**config.mk**
```make
export PLATFORM = sky130hd
export DESIGN_NAME = timed_session_table_flat
export DESIGN_NICKNAME = d
export VERILOG_FILES = /design/src/sv/tst_pkg.sv /design/src/sv/tst_if.sv /design/src/sv/timed_session_table.sv /design/src/sv/tst_datapath.sv /design/src/sv/tst_ctrl.sv /design/src/flat_wrapper.sv
export VERILOG_INCLUDE_DIRS = /design/src /design/src/sv
export SDC_FILE = /design/constraint.sdc
export NUM_CORES = 2
export LEC_CHECK = 0
export ABC_AREA = 1
export ABC_CLOCK_PERIOD_IN_PS = 13300
export BUFFER_PORTS_ARGS = -buffer_cell sky130_fd_sc_hd__buf_2
export CAP_MARGIN = 10
export CORE_MARGIN = 3
export CORE_UTILIZATION = 48
export DETAILED_ROUTE_END_ITERATION = 6
export GPL_ROUTABILITY_DRIVEN = 0
export PLACE_DENSITY_LB_ADDON = 0.3
export SYNTH_ARGS = -nofsm -noshare
export SYNTH_HDL_FRONTEND = slang
export SYNTH_SLANG_ARGS = --single-unit
```
**constraint.sdc**
```tcl
create_clock -name clk -period 13.3 [get_ports clk]
set_clock_uncertainty 0.2 [all_clocks]
set_input_delay 2.66 -clock clk [delete_from_list [all_inputs] [get_ports clk]]
set_output_delay 2.66 -clock clk [all_outputs]
set_load 0.1 [all_outputs]
```
**src/sv/assert_macros.svh**
```systemverilog
// ----------------------------------------------------------------------------
// Assertion macros used by the session table controller
// Implication checks with an asynchronous active-low reset disable.
// ----------------------------------------------------------------------------
`ifndef ASSERT_MACROS_SVH
`define ASSERT_MACROS_SVH

// Same-cycle implication: cons must hold whenever ante holds
`define TST_ASSERT_IMP(lbl, clk, rst_n, ante, cons) \
	lbl: assert property (@(posedge clk) disable iff (!rst_n) (ante) |-> (cons)) \
		else $error("session table assertion failed");

// Next-cycle implication: cons must hold in the cycle after ante
`define TST_ASSERT_NXT(lbl, clk, rst_n, ante, cons) \
	lbl: assert property (@(posedge clk) disable iff (!rst_n) (ante) |=> (cons)) \
		else $error("session table assertion failed");

`endif

```
**src/sv/tst_pkg.sv**
```systemverilog
// ----------------------------------------------------------------------------
// tst_pkg
// Shared constants, opcodes and control types of the timed session table.
// ----------------------------------------------------------------------------
`timescale 1ns / 1ps
`default_nettype none

package tst_pkg;

	// Table geometry
	localparam int SLOTS      = 4;
	localparam int SLOT_W     = (SLOTS > 1) ? $clog2(SLOTS) : 1;
	localparam int OUT_SLOT_W = 2;

	// Field widths
	localparam int OP_W      = 2;
	localparam int TOKEN_W   = 64;
	localparam int NOW_W     = 63;
	localparam int TIMEOUT_W = 40;
	localparam int EXPIRY_W  = 64;

	// Thirty minutes in microseconds
	localparam logic [TIMEOUT_W-1:0] TIMEOUT_RESET = TIMEOUT_W'(64'd1800000000);

	// Opcodes
	localparam logic [OP_W-1:0] OP_INSERT = 2'd0;
	localparam logic [OP_W-1:0] OP_CHECK  = 2'd1;
	localparam logic [OP_W-1:0] OP_REMOVE = 2'd2;

	// Commands from controller to datapath
	typedef struct packed {
		logic load;    // capture the request beat
		logic exec;    // update the table and load the result register
		logic cfg_wr;  // write the timeout register
	} cmd_t;

endpackage

`default_nettype wire

```
**src/sv/tst_if.sv**
```systemverilog
// ----------------------------------------------------------------------------
// Session table channel interfaces
// Request, response and configuration channels with valid/ready.
// ----------------------------------------------------------------------------
`timescale 1ns / 1ps
`default_nettype none

interface tst_req_if;
	logic                         valid;
	logic                         ready;
	logic [tst_pkg::OP_W-1:0]     opcode;
	logic [tst_pkg::TOKEN_W-1:0]  token_high;
	logic [tst_pkg::TOKEN_W-1:0]  token_low;
	logic [tst_pkg::NOW_W-1:0]    now_us;

	modport source (output valid, opcode, token_high, token_low, now_us, input ready);
	modport sink   (input valid, opcode, token_high, token_low, now_us, output ready);
endinterface

interface tst_rsp_if;
	logic                            valid;
	logic                            ready;
	logic                            found;
	logic [tst_pkg::OUT_SLOT_W-1:0]  slot;
	logic                            evicted;
	logic                            expired;

	modport source (output valid, found, slot, evicted, expired, input ready);
	modport sink   (input valid, found, slot, evicted, expired, output ready);
endinterface

interface tst_cfg_if;
	logic                           valid;
	logic                           ready;
	logic [tst_pkg::TIMEOUT_W-1:0]  idle_timeout_us;

	modport source (output valid, idle_timeout_us, input ready);
	modport sink   (input valid, idle_timeout_us, output ready);
endinterface

`default_nettype wire

```
**src/sv/timed_session_table.sv**
```systemverilog
// ----------------------------------------------------------------------------
// timed_session_table
// Four-slot session table with idle timeout: insert, check and remove.
// ----------------------------------------------------------------------------
//  channel | dir | handshake     | payload
//  req     | in  | valid / ready | opcode, token_high, token_low, now_us
//  rsp     | out | valid / ready | found, slot, evicted, expired
//  cfg     | in  | valid / ready | idle_timeout_us
//
//  A request first has its beat captured and its deadline formed, then goes
//  through the parallel slot compares and the table write-back. A new
//  request is accepted only once the previous one has executed; a stalled
//  response holds the next request in its evaluate step.
//  Reset clears the valid bits and loads the thirty-minute timeout.
//  Configuration beats are accepted in every cycle.
// ----------------------------------------------------------------------------
`timescale 1ns / 1ps
`default_nettype none

module timed_session_table (
	input  wire logic clk,
	input  wire logic arst_n,
	tst_req_if.sink   req,
	tst_rsp_if.source rsp,
	tst_cfg_if.sink   cfg
);

	tst_pkg::cmd_t cmd;

	tst_ctrl u_ctrl (
		.clk    (clk),
		.arst_n (arst_n),
		.req    (req),
		.rsp    (rsp),
		.cfg    (cfg),
		.cmd    (cmd)
	);

	tst_datapath u_datapath (
		.clk         (clk),
		.arst_n      (arst_n),
		.cmd         (cmd),
		.opcode      (req.opcode),
		.token_high  (req.token_high),
		.token_low   (req.token_low),
		.now_us      (req.now_us),
		.cfg_timeout (cfg.idle_timeout_us),
		.found       (rsp.found),
		.slot        (rsp.slot),
		.evicted     (rsp.evicted),
		.expired     (rsp.expired)
	);

endmodule

`default_nettype wire

```
**src/sv/tst_datapath.sv**
```systemverilog
// ----------------------------------------------------------------------------
// tst_datapath
// Session store, timeout register, parallel slot compares and result register.
// ----------------------------------------------------------------------------
`timescale 1ns / 1ps
`default_nettype none

module tst_datapath (
	input  wire logic                              clk,
	input  wire logic                              arst_n,
	input  wire tst_pkg::cmd_t                     cmd,
	input  wire logic [tst_pkg::OP_W-1:0]          opcode,
	input  wire logic [tst_pkg::TOKEN_W-1:0]       token_high,
	input  wire logic [tst_pkg::TOKEN_W-1:0]       token_low,
	input  wire logic [tst_pkg::NOW_W-1:0]         now_us,
	input  wire logic [tst_pkg::TIMEOUT_W-1:0]     cfg_timeout,
	output logic                                   found,
	output logic [tst_pkg::OUT_SLOT_W-1:0]         slot,
	output logic                                   evicted,
	output logic                                   expired
);

	// Configuration and table state
	logic [tst_pkg::TIMEOUT_W-1:0] timeout_q;
	logic [tst_pkg::SLOTS-1:0]     valid_q;
	logic [tst_pkg::TOKEN_W-1:0]   tok_hi_q [tst_pkg::SLOTS];
	logic [tst_pkg::TOKEN_W-1:0]   tok_lo_q [tst_pkg::SLOTS];
	logic [tst_pkg::EXPIRY_W-1:0]  exp_q    [tst_pkg::SLOTS];

	// Captured request beat
	logic [tst_pkg::OP_W-1:0]      op_q;
	logic [tst_pkg::TOKEN_W-1:0]   hi_q;
	logic [tst_pkg::TOKEN_W-1:0]   lo_q;
	logic [tst_pkg::NOW_W-1:0]     now_q;
	logic [tst_pkg::EXPIRY_W-1:0]  deadline_q;

	// Result register
	logic                          found_q;
	logic [tst_pkg::OUT_SLOT_W-1:0] slot_q;
	logic                          evicted_q;
	logic                          expired_q;

	// Per-slot compare results
	logic [tst_pkg::SLOTS-1:0]     match;
	logic [tst_pkg::SLOTS-1:0]     late;
	logic [tst_pkg::SLOTS-1:0]     oldest;
	logic [tst_pkg::SLOTS-1:0]     free_oh;
	logic [tst_pkg::SLOTS-1:0]     match_oh;
	logic                          free_any;
	logic                          match_any;
	logic                          match_late;
	logic [tst_pkg::SLOT_W-1:0]    free_idx;
	logic [tst_pkg::SLOT_W-1:0]    match_idx;
	logic [tst_pkg::SLOT_W-1:0]    oldest_idx;
	logic [tst_pkg::SLOT_W-1:0]    ins_idx;

	// Compare every slot in parallel
	always_comb begin
		for (int i = 0; i < tst_pkg::SLOTS; i++) begin
			match[i] = valid_q[i] && (tok_hi_q[i] == hi_q) && (tok_lo_q[i] == lo_q);
			late[i]  = {1'b0, now_q} > exp_q[i];
			oldest[i] = 1'b1;
			for (int j = 0; j < tst_pkg::SLOTS; j++) begin
				if (j < i && !(exp_q[i] < exp_q[j])) begin
					oldest[i] = 1'b0;
				end
				if (j > i && !(exp_q[i] <= exp_q[j])) begin
					oldest[i] = 1'b0;
				end
			end
		end
	end

	// Pick the lowest free and the lowest matching slot
	always_comb begin
		logic [tst_pkg::SLOTS-1:0] free_seen;
		logic [tst_pkg::SLOTS-1:0] match_seen;
		free_seen  = '0;
		match_seen = '0;
		for (int i = 0; i < tst_pkg::SLOTS; i++) begin
			free_oh[i]  = !valid_q[i] && (i == 0 || free_seen[(i > 0) ? i - 1 : 0] == 1'b0);
			match_oh[i] = match[i] && (i == 0 || match_seen[(i > 0) ? i - 1 : 0] == 1'b0);
			free_seen[i]  = !valid_q[i] || (i > 0 && free_seen[(i > 0) ? i - 1 : 0]);
			match_seen[i] = match[i] || (i > 0 && match_seen[(i > 0) ? i - 1 : 0]);
		end
		free_any  = |free_oh;
		match_any = |match_oh;
	end

	// Encode the one-hot choices
	always_comb begin
		free_idx   = '0;
		match_idx  = '0;
		oldest_idx = '0;
		for (int i = 0; i < tst_pkg::SLOTS; i++) begin
			free_idx   = free_idx   | ({tst_pkg::SLOT_W{free_oh[i]}}  & tst_pkg::SLOT_W'(i));
			match_idx  = match_idx  | ({tst_pkg::SLOT_W{match_oh[i]}} & tst_pkg::SLOT_W'(i));
			oldest_idx = oldest_idx | ({tst_pkg::SLOT_W{oldest[i]}}   & tst_pkg::SLOT_W'(i));
		end
		match_late = |(match_oh & late);
		ins_idx    = free_any ? free_idx : oldest_idx;
	end

	// Timeout register and valid bits
	always_ff @(posedge clk or negedge arst_n) begin
		if (!arst_n) begin
			timeout_q <= tst_pkg::TIMEOUT_RESET;
			valid_q   <= '0;
		end else begin
			if (cmd.cfg_wr) begin
				timeout_q <= cfg_timeout;
			end
			if (cmd.exec) begin
				case (op_q) inside
					tst_pkg::OP_INSERT: begin
						valid_q[ins_idx] <= 1'b1;
					end
					tst_pkg::OP_CHECK: begin
						if (match_any && match_late) begin
							valid_q[match_idx] <= 1'b0;
						end
					end
					tst_pkg::OP_REMOVE: begin
						if (match_any) begin
							valid_q[match_idx] <= 1'b0;
						end
					end
					default: begin
					end
				endcase
			end
		end
	end

	// Capture the request beat and work out the new deadline
	always_ff @(posedge clk) begin
		if (cmd.load) begin
			op_q       <= opcode;
			hi_q       <= token_high;
			lo_q       <= token_low;
			now_q      <= now_us;
			deadline_q <= {1'b0, now_us} + {{(tst_pkg::EXPIRY_W - tst_pkg::TIMEOUT_W){1'b0}},
				timeout_q};
		end
	end

	// Write tokens and expiries, load the result register
	always_ff @(posedge clk) begin
		if (cmd.exec) begin
			found_q   <= 1'b0;
			slot_q    <= '0;
			evicted_q <= 1'b0;
			expired_q <= 1'b0;
			case (op_q) inside
				tst_pkg::OP_INSERT: begin
					tok_hi_q[ins_idx] <= hi_q;
					tok_lo_q[ins_idx] <= lo_q;
					exp_q[ins_idx]    <= deadline_q;
					found_q           <= 1'b1;
					slot_q            <= tst_pkg::OUT_SLOT_W'(ins_idx);
					evicted_q         <= !free_any;
				end
				tst_pkg::OP_CHECK, tst_pkg::OP_REMOVE: begin
					if (match_any) begin
						if (match_late) begin
							expired_q <= 1'b1;
						end else begin
							found_q <= 1'b1;
							slot_q  <= tst_pkg::OUT_SLOT_W'(match_idx);
							if (op_q == tst_pkg::OP_CHECK) begin
								exp_q[match_idx] <= deadline_q;
							end
						end
					end
				end
				default: begin
				end
			endcase
		end
	end

	assign found   = found_q;
	assign slot    = slot_q;
	assign evicted = evicted_q;
	assign expired = expired_q;

endmodule

`default_nettype wire

```
**src/sv/tst_ctrl.sv**
```systemverilog
// ----------------------------------------------------------------------------
// tst_ctrl
// Controller: request capture, table update and response valid handling.
// ----------------------------------------------------------------------------
`timescale 1ns / 1ps
`default_nettype none
`include "assert_macros.svh"

module tst_ctrl (
	input  wire logic   clk,
	input  wire logic   arst_n,
	tst_req_if.sink     req,
	tst_rsp_if.source   rsp,
	tst_cfg_if.sink     cfg,
	output tst_pkg::cmd_t cmd
);

	typedef enum logic [1:0] {
		ST_IDLE = 2'b01,
		ST_EVAL = 2'b10
	} state_t;

	state_t state_q;
	logic   rsp_valid_q;
	logic   exec;

	// Configuration beats are always taken
	assign cfg.ready = 1'b1;

	// Accept a request beat only while idle
	assign req.ready = (state_q == ST_IDLE);

	// Execute once the result register is free
	assign exec = (state_q == ST_EVAL) && (!rsp_valid_q || rsp.ready);

	assign cmd.load   = req.valid && req.ready;
	assign cmd.exec   = exec;
	assign cmd.cfg_wr = cfg.valid;

	assign rsp.valid = rsp_valid_q;

	// Advance the state machine
	always_ff @(posedge clk or negedge arst_n) begin
		if (!arst_n) begin
			state_q <= ST_IDLE;
		end else begin
			unique case (state_q)
				ST_IDLE: begin
					if (req.valid) begin
						state_q <= ST_EVAL;
					end
				end
				ST_EVAL: begin
					if (exec) begin
						state_q <= ST_IDLE;
					end
				end
				default: begin
					state_q <= ST_IDLE;
				end
			endcase
		end
	end

	// Hold the response until it is taken
	always_ff @(posedge clk or negedge arst_n) begin
		if (!arst_n) begin
			rsp_valid_q <= 1'b0;
		end else if (exec) begin
			rsp_valid_q <= 1'b1;
		end else if (rsp.ready) begin
			rsp_valid_q <= 1'b0;
		end
	end

	`TST_ASSERT_NXT(a_load_enters_eval, clk, arst_n, req.valid && req.ready, state_q == ST_EVAL)
	`TST_ASSERT_IMP(a_no_load_in_eval, clk, arst_n, state_q == ST_EVAL, !cmd.load)
	`TST_ASSERT_NXT(a_exec_gives_rsp, clk, arst_n, exec, rsp_valid_q && state_q == ST_IDLE)

endmodule

`default_nettype wire

```
**src/flat_wrapper.sv**
```systemverilog
// flat-port wrapper written by rule: the top's interface ports become plain ports
module timed_session_table_flat 
  (clk, arst_n, req_valid, req_opcode, req_token_high, req_token_low, req_now_us, req_ready, rsp_valid, rsp_found, rsp_slot, rsp_evicted, rsp_expired, rsp_ready, cfg_valid, cfg_idle_timeout_us, cfg_ready);
  tst_req_if req_i ();
  tst_rsp_if rsp_i ();
  tst_cfg_if cfg_i ();
  input  wire logic clk;
  input  wire logic arst_n;
  input wire logic [$bits(req_i.valid)-1:0] req_valid;
  input wire logic [$bits(req_i.opcode)-1:0] req_opcode;
  input wire logic [$bits(req_i.token_high)-1:0] req_token_high;
  input wire logic [$bits(req_i.token_low)-1:0] req_token_low;
  input wire logic [$bits(req_i.now_us)-1:0] req_now_us;
  output wire logic [$bits(req_i.ready)-1:0] req_ready;
  output wire logic [$bits(rsp_i.valid)-1:0] rsp_valid;
  output wire logic [$bits(rsp_i.found)-1:0] rsp_found;
  output wire logic [$bits(rsp_i.slot)-1:0] rsp_slot;
  output wire logic [$bits(rsp_i.evicted)-1:0] rsp_evicted;
  output wire logic [$bits(rsp_i.expired)-1:0] rsp_expired;
  input wire logic [$bits(rsp_i.ready)-1:0] rsp_ready;
  input wire logic [$bits(cfg_i.valid)-1:0] cfg_valid;
  input wire logic [$bits(cfg_i.idle_timeout_us)-1:0] cfg_idle_timeout_us;
  output wire logic [$bits(cfg_i.ready)-1:0] cfg_ready;
  assign req_i.valid = req_valid;
  assign req_i.opcode = req_opcode;
  assign req_i.token_high = req_token_high;
  assign req_i.token_low = req_token_low;
  assign req_i.now_us = req_now_us;
  assign req_ready = req_i.ready;
  assign rsp_valid = rsp_i.valid;
  assign rsp_found = rsp_i.found;
  assign rsp_slot = rsp_i.slot;
  assign rsp_evicted = rsp_i.evicted;
  assign rsp_expired = rsp_i.expired;
  assign rsp_i.ready = rsp_ready;
  assign cfg_i.valid = cfg_valid;
  assign cfg_i.idle_timeout_us = cfg_idle_timeout_us;
  assign cfg_ready = cfg_i.ready;
  timed_session_table u_core (.clk(clk), .arst_n(arst_n), .req(req_i), .rsp(rsp_i), .cfg(cfg_i));
endmodule
```
# ---- After elaboration in Yosys (flattened, before gate mapping)
# Memory sizes are Yosys's and may differ from the RTL's.
# Cells that the tools add are included.
dict set report totals {
  register_bits 309
  ram_bits 768
  input_bits 238
  elab_cells 153
  mem_count 3
}
# memory depth width rd rd_clocked_by_memory_dff write_ports line_no
set memory_table {}
lappend memory_table {u_core.u_datapath.exp_q 4 64 4 0 1 tst_datapath.sv:28} ;# logic [tst_pkg::EXPIRY_W-1:0] exp_q [tst_pkg::SLOTS];
lappend memory_table {u_core.u_datapath.tok_hi_q 4 64 4 0 1 tst_datapath.sv:26} ;# logic [tst_pkg::TOKEN_W-1:0] tok_hi_q [tst_pkg::SLOTS];
lappend memory_table {u_core.u_datapath.tok_lo_q 4 64 4 0 1 tst_datapath.sv:27} ;# logic [tst_pkg::TOKEN_W-1:0] tok_lo_q [tst_pkg::SLOTS];
dict set report op_classes {
  addsub 1
  n_lt_le_gt_ge 17
  n_eq_ne 15
  mux 45
  n_bitwise 17
  reduce_logical 42
}
# op count
set op_table {}
lappend op_table {{equality test 64 bit} 8}
lappend op_table {{less-than comparator 64 bit} 6}
lappend op_table {{> comparator 63 x 64 -> 1 bit} 4}
lappend op_table {{<= comparator 64 bit} 3}
lappend op_table {{adder 63 x 40 -> 64 bit} 1}
lappend op_table {{2-to-1 mux 64 bit} 1}
lappend op_table {{OR reduction 64 bit} 1}
lappend op_table {{2-to-1 mux 1 bit} 28}
lappend op_table {{2-to-1 mux 4 bit} 5}
lappend op_table {{logical AND 1 bit} 19}
lappend op_table {{2-to-1 mux 2 bit} 8}
lappend op_table {{OR reduction 4 bit} 3}
lappend op_table {{AND 4 bit} 2}
lappend op_table {{NOT 1 bit} 7}
lappend op_table {{logical NOT 1 bit} 6}
lappend op_table {{less-than comparator 2 x 3 -> 1 bit, second input constant} 2}
lappend op_table {{bitwise OR 1 x 2 -> 2 bit} 3}
lappend op_table {{bitwise OR 2 bit} 3}
lappend op_table {{nonzero test 3 bit} 2}
lappend op_table {{logical OR 1 bit} 5}
lappend op_table {{demux 1 bit (select 2 bit)} 2}
lappend op_table {{equality test 2 x 1 -> 1 bit, second input constant} 2}
lappend op_table {{equality test 2 bit, second input constant} 2}
lappend op_table {{>= comparator 2 x 1 -> 1 bit, second input constant} 2}
lappend op_table {{11 further kinds} 12}

# ---- Depth between registers and ports, before layout
# An unclocked memory read counts as a cell.
dict set report logic_depth {
  ltp_word 19
  depth_mapped 23
  mapped_depth_nobuf 23
}

# ---- Least setup slack after synthesis
# No wires, ideal clock.
dict set report synth_path {
  path_type {input to register}
  from {input rsp_ready}
  to {memory u_core.u_datapath.tok_hi_q[3][0] (netlist name) (enable)}
  setup_time_ns 0.772
  t_arrival_ns 11.934
  required_time_ns 12.328
  path_slack_ns 0.394
  stages 6
  path_buffers 0
  path_cell_list {nor2_1 > nor2_1 > inv_1 > nor2_1 > inv_1 > nor3_1}
}
# element line_no
set synth_lines {}
lappend synth_lines {{start: declaration} flat_wrapper.sv:20} ;# input wire logic [$bits(rsp_i.ready)-1:0] rsp_ready;
lappend synth_lines {{end: declaration} tst_datapath.sv:26}

==> impl_metrics.csv <==
group,metric,value,unit
timing,setup_viol,0,
routing,antenna_left,0,
floorplanning,ioPinCount,246,
clock_tree,ctsHtreeMaxLevel,3,
clock_tree,post_cts_buffers,0,
yosys,combinational_family_with_the_most_area_after_synthesis,"simple AND/OR/NAND/NOR gates",
clock_tree,cts_num_sinks,1077,
clock_tree,cts.root.buffer_cell,"sky130_fd_sc_hd__clkbuf_16",
floorplanning,initial_core_util,48.5,%
layout,synthToLayoutAreaGrowth,11.7,%
yosys,synth.avg_cell_area,9.82,sq um
layout,post_layout_nonfiller_instances,8215,
power,power.sequential.fraction,51.9,%
global_route,first_pass_grt_wire_length,268000,um
floorplanning,chipWidth,360,um
yosys,synth_most_common_cell,"sky130_fd_sc_hd__nand2_1",
timing,rsz0062_at_grt,"false",
power,clock_power_share,39.3,%
critical_path,setup.reg_to_reg.worst_slack,7520,ps
global_route,grt_antenna_before_repair,8,
clock_tree,holdBufCountCts,0,
routing,drc,2,
power,pwr_total,0.00784,W
routing,tritonroute_pass_1_iters,7,
clock_tree,clkLatencyLatePin,770,ps
routing,route.vias.total,45500,
power,ir_drop,0.117,mV
timing,post-route-min-period,6070,ps
yosys,synth_simple_gate_area_share,16.6,%
critical_path,timing.critical_path.arrival,6250,ps
routing,routedWlPerCell,22.3,um
global_route,gr-total-overflow,0,
clock_tree,cts.repair.resized,0,
critical_path,worstSetupPathType,"input port to flop",
yosys,postSynthCellCount,6116,
floorplanning,die_area,129000,sq um
timing,final_min_period_over_clock_period,45.6,%
yosys,ys_top_cells_by_area,"sky130_fd_sc_hd__edfxtp_1 51%, sky130_fd_sc_hd__ha_1 14%, sky130_fd_sc_hd__nand2_1 10%, sky130_fd_sc_hd__inv_1 5.5%, sky130_fd_sc_hd__nor2_1 3.3%",
worst_hold_path,worstHoldPathType,"flop to flop",
floorplanning,die_h,360,um
clock_tree,tritoncts.num_buffers,111,
timing,final-hold-violation-count,0,
critical_path,crit_buf_inv,5,
timing,drv_slew,0,
critical_path,slowest_delay,830,ps
outcome,outcome,"finished, violations left",
yosys,yosys-top-cells-count,"1607 x sky130_fd_sc_hd__nand2_1, 1030 x sky130_fd_sc_hd__edfxtp_1, 879 x sky130_fd_sc_hd__inv_1",
clock_tree,clock_tree.buffer_depth,3,
clock_tree,tritoncts,"built",
yosys,synth.net_count,7031,
yosys,syn-cell-area,60100,sq um
timing,timing.fmax,0.165,GHz
yosys,synth-compound-area-share,6.71,%
yosys,yosys.area_share.adder,14.1,%
yosys,synth_top_area_share,51.5,%
critical_path,critical_path.cell_chain,"buf_2 > nor2_1 > nor2_1 > inv_1 > nor2_1 > inv_1 > nor2_4 > buf_4 > buf_4",
global_route,grt.total_usage,27.7,%
yosys,muxShareOfSynthArea,0.731,%
routing,initialDrtViolationCount,5285,
timing,setup-tns-final,0,ps
yosys,synth_area_leader_cell,"sky130_fd_sc_hd__edfxtp_1",
clock_tree,clkSlewWorstSetupHoldPaths,60,ps
power,switching_share,25.7,%
critical_path,critical_path_source_type,"input port",
routing,vias_per_cell,5.53,
yosys,synth_async_sr_flop_share,4.36,%
power,p_leak,29.8,nW
outcome,failed_checks,"DRC",
job,timing.max_cap.violations,0,
floorplanning,core.rowCount,129,
place,placement.io_buffers,244,
yosys,ys_seq_area_share,53.5,%
place,place_inst,8006,
power,power_density,117,nW/um^2
layout,post_route_cells_drive_above_1_share,8.96,%
yosys,synth-xor-area-share,2.45,%
critical_path,worstSetupEndpointType,"flop",
timing,tightest_slew_margin_relative_to_the_limit,22.6,%
critical_path,critical_path_peak_fanout,54,
critical_path,critPathSlowestCell,"sky130_fd_sc_hd__nor2_4",
power,combPwrFrac,8.7,%
yosys,post_synth_num_cell_types,59,
critical_path,required_arrival_time_at_the_worst_endpoint,13490,ps
power,power_report.internal_total,0.00582,W
routing,totalWireLength,183000,um
power,netSwitchingPower,0.00202,W
critical_path,worst_path_most_repeated_cell,"sky130_fd_sc_hd__nor2_1",
global_route,grt_start_max_net_pins,129,
yosys,synth_warnings,0,
global_route,grt_pass1_vias,43600,
yosys,postSynth.topFlopCell,"sky130_fd_sc_hd__edfxtp_1",
floorplanning,fp.coreArea,124000,sq um
layout,layout.nets,7397,
timing,worst-slew-pin-transition,1160,ps
critical_path,cp_top_family,"buffers and inverters",
place,dp.final_hpwl,143000,um
yosys,synth-edff-count,1030,
layout,fin_util,54.1,%
yosys,ys_ff_latch,1077,
per-layer routing:
layer  share of wire [%]  track usage [%]  up-vias
met5              0.0071                0        -
met4                 6.0             14.4        2
met3                 8.9             4.60      450
met2                  46             44.9     2153
met1                  40             36.1    21500
li1                    -                -    21400
worst register-to-register path: stages, from the launching register on:
cell and delay (ps):
sky130_fd_sc_hd__edfxtp_1 460, sky130_fd_sc_hd__ha_1 350, sky130_fd_sc_hd__nand2_1 80, sky130_fd_sc_hd__nor2_1 170, sky130_fd_sc_hd__nand2_1 140, sky130_fd_sc_hd__nor4_1 690, sky130_fd_sc_hd__nand2_1 140, sky130_fd_sc_hd__o21bai_1 200
sky130_fd_sc_hd__nand3_1 80, sky130_fd_sc_hd__nor2_1 50, sky130_fd_sc_hd__nor2_1 70, sky130_fd_sc_hd__nand2_1 100, sky130_fd_sc_hd__nand2_1 240, sky130_fd_sc_hd__nand2_1 160, sky130_fd_sc_hd__nor2_4 800, sky130_fd_sc_hd__buf_4 680
sky130_fd_sc_hd__buf_4 780
cells in the final DEF, fill, tap and decap left out, types with 14 or more instances in the layout:
| master | count |
|---|---|
| sky130_fd_sc_hd__nand2_1 | 1607 |
| sky130_fd_sc_hd__edfxtp_1 | 1030 |
| sky130_fd_sc_hd__inv_1 | 879 |
| sky130_fd_sc_hd__ha_1 | 676 |
| sky130_fd_sc_hd__nor2_1 | 529 |
| sky130_fd_sc_hd__a21oi_1 | 366 |
| sky130_fd_sc_hd__buf_2 | 244 |
| sky130_fd_sc_hd__o21ai_0 | 242 |
| sky130_fd_sc_hd__clkbuf_16 | 113 |
| sky130_fd_sc_hd__nand4_1 | 109 |
| sky130_fd_sc_hd__xnor2_1 | 104 |
| sky130_fd_sc_hd__nand3_1 | 97 |
| sky130_fd_sc_hd__xor2_1 | 64 |
| sky130_fd_sc_hd__nor3_1 | 47 |
| sky130_fd_sc_hd__inv_2 | 46 |
| sky130_fd_sc_hd__mux2_2 | 39 |
| sky130_fd_sc_hd__dfrtp_1 | 34 |
| sky130_fd_sc_hd__clkinv_2 | 28 |
| sky130_fd_sc_hd__o211ai_1 | 23 |
| sky130_fd_sc_hd__clkinv_1 | 22 |
| sky130_fd_sc_hd__buf_4 | 22 |
| sky130_fd_sc_hd__clkbuf_1 | 21 |
| sky130_fd_sc_hd__o21ai_1 | 19 |
| sky130_fd_sc_hd__nor4_1 | 19 |
| sky130_fd_sc_hd__nand3b_1 | 14 |
logic make-up after synthesis:
logic type               count (synthesis)
multiplexers                            39
AO/OA/AOI/OAI                          744
buffers and inverters                  942
AND/OR/NAND/NOR                       2468
adder cells (fa/ha/maj)                677
flip-flops                            1077
XOR/XNOR                               168
other                                    1
through the flow:
stage	setup WS, ps	cell area (sq um)	hold WS, ps
2_1_floorplan	394	60100	252
3_3_place_gp	6500	63500	277
3_5_place_dp	6430	63500	282
4_1_cts	7240	67100	295
5_1_grt	6990	67100	318
6_report	7230	67100	296
path summary, 6_finish.rpt:
check	to	depth (start not counted)	startpoint
worst min-delay path	u_core.u_ctrl.state_q[0]$_DFFE_PN1P_	1	u_core.u_ctrl.state_q[1]$_DFFE_PN0P_
worst max-delay path	u_core.u_datapath.tok_hi_q[2][35]$_DFFE_PP_	9	rsp_ready
worst min register to register	u_core.u_ctrl.state_q[0]$_DFFE_PN1P_	1	u_core.u_ctrl.state_q[1]$_DFFE_PN0P_
max in group asynchronous	u_core.u_datapath.valid_q[0]$_DFFE_PN0P_	2	arst_n
worst max register to register	u_core.u_datapath.tok_hi_q[2][35]$_DFFE_PP_	16	u_core.u_datapath.exp_q[3][59]$_DFFE_PP_
min in group asynchronous	u_core.u_datapath.timeout_q[5]$_DFFE_PN0P_	2	arst_n
sequential cells by signal (all words and copies together), names as in the netlist, 2 cells and up:
name,flops
u_core.u_datapath.now_q,63
u_core.u_datapath.deadline_q,64
u_core.u_datapath.op_q,2
u_core.u_datapath.valid_q,4
u_core.u_datapath.lo_q,64
u_core.u_datapath.timeout_q,40
u_core.u_datapath.exp_q,256
u_core.u_datapath.tok_hi_q,256
u_core.u_datapath.tok_lo_q,256
u_core.u_ctrl.state_q,2
u_core.u_datapath.slot,2
u_core.u_datapath.hi_q,64
power groups by stage:
stage | clock network [W] | logic (W) | registers, W
2_1_floorplan | 0 | 0.000427 | 0.00406
6_report | 0.00308 | 0.000686 | 0.00407
3_3_place_gp | 0 | 0.000658 | 0.00413
3_5_place_dp | 0 | 0.000671 | 0.00413
4_1_cts | 0.00313 | 0.000676 | 0.00406
5_1_grt | 0.00326 | 0.000755 | 0.00408
layout make-up:
class	count	area [sq um]
multi-input combinational	4097	24400
tap	1637	2050
antenna	2	5.00
sequential	1077	32100
inverter	928	3480
clock buffer	136	2930
timing repair buffer	267	1410
clock inverter	71	627
fill	10900	56900
Power figures use the tool's default switching activity.
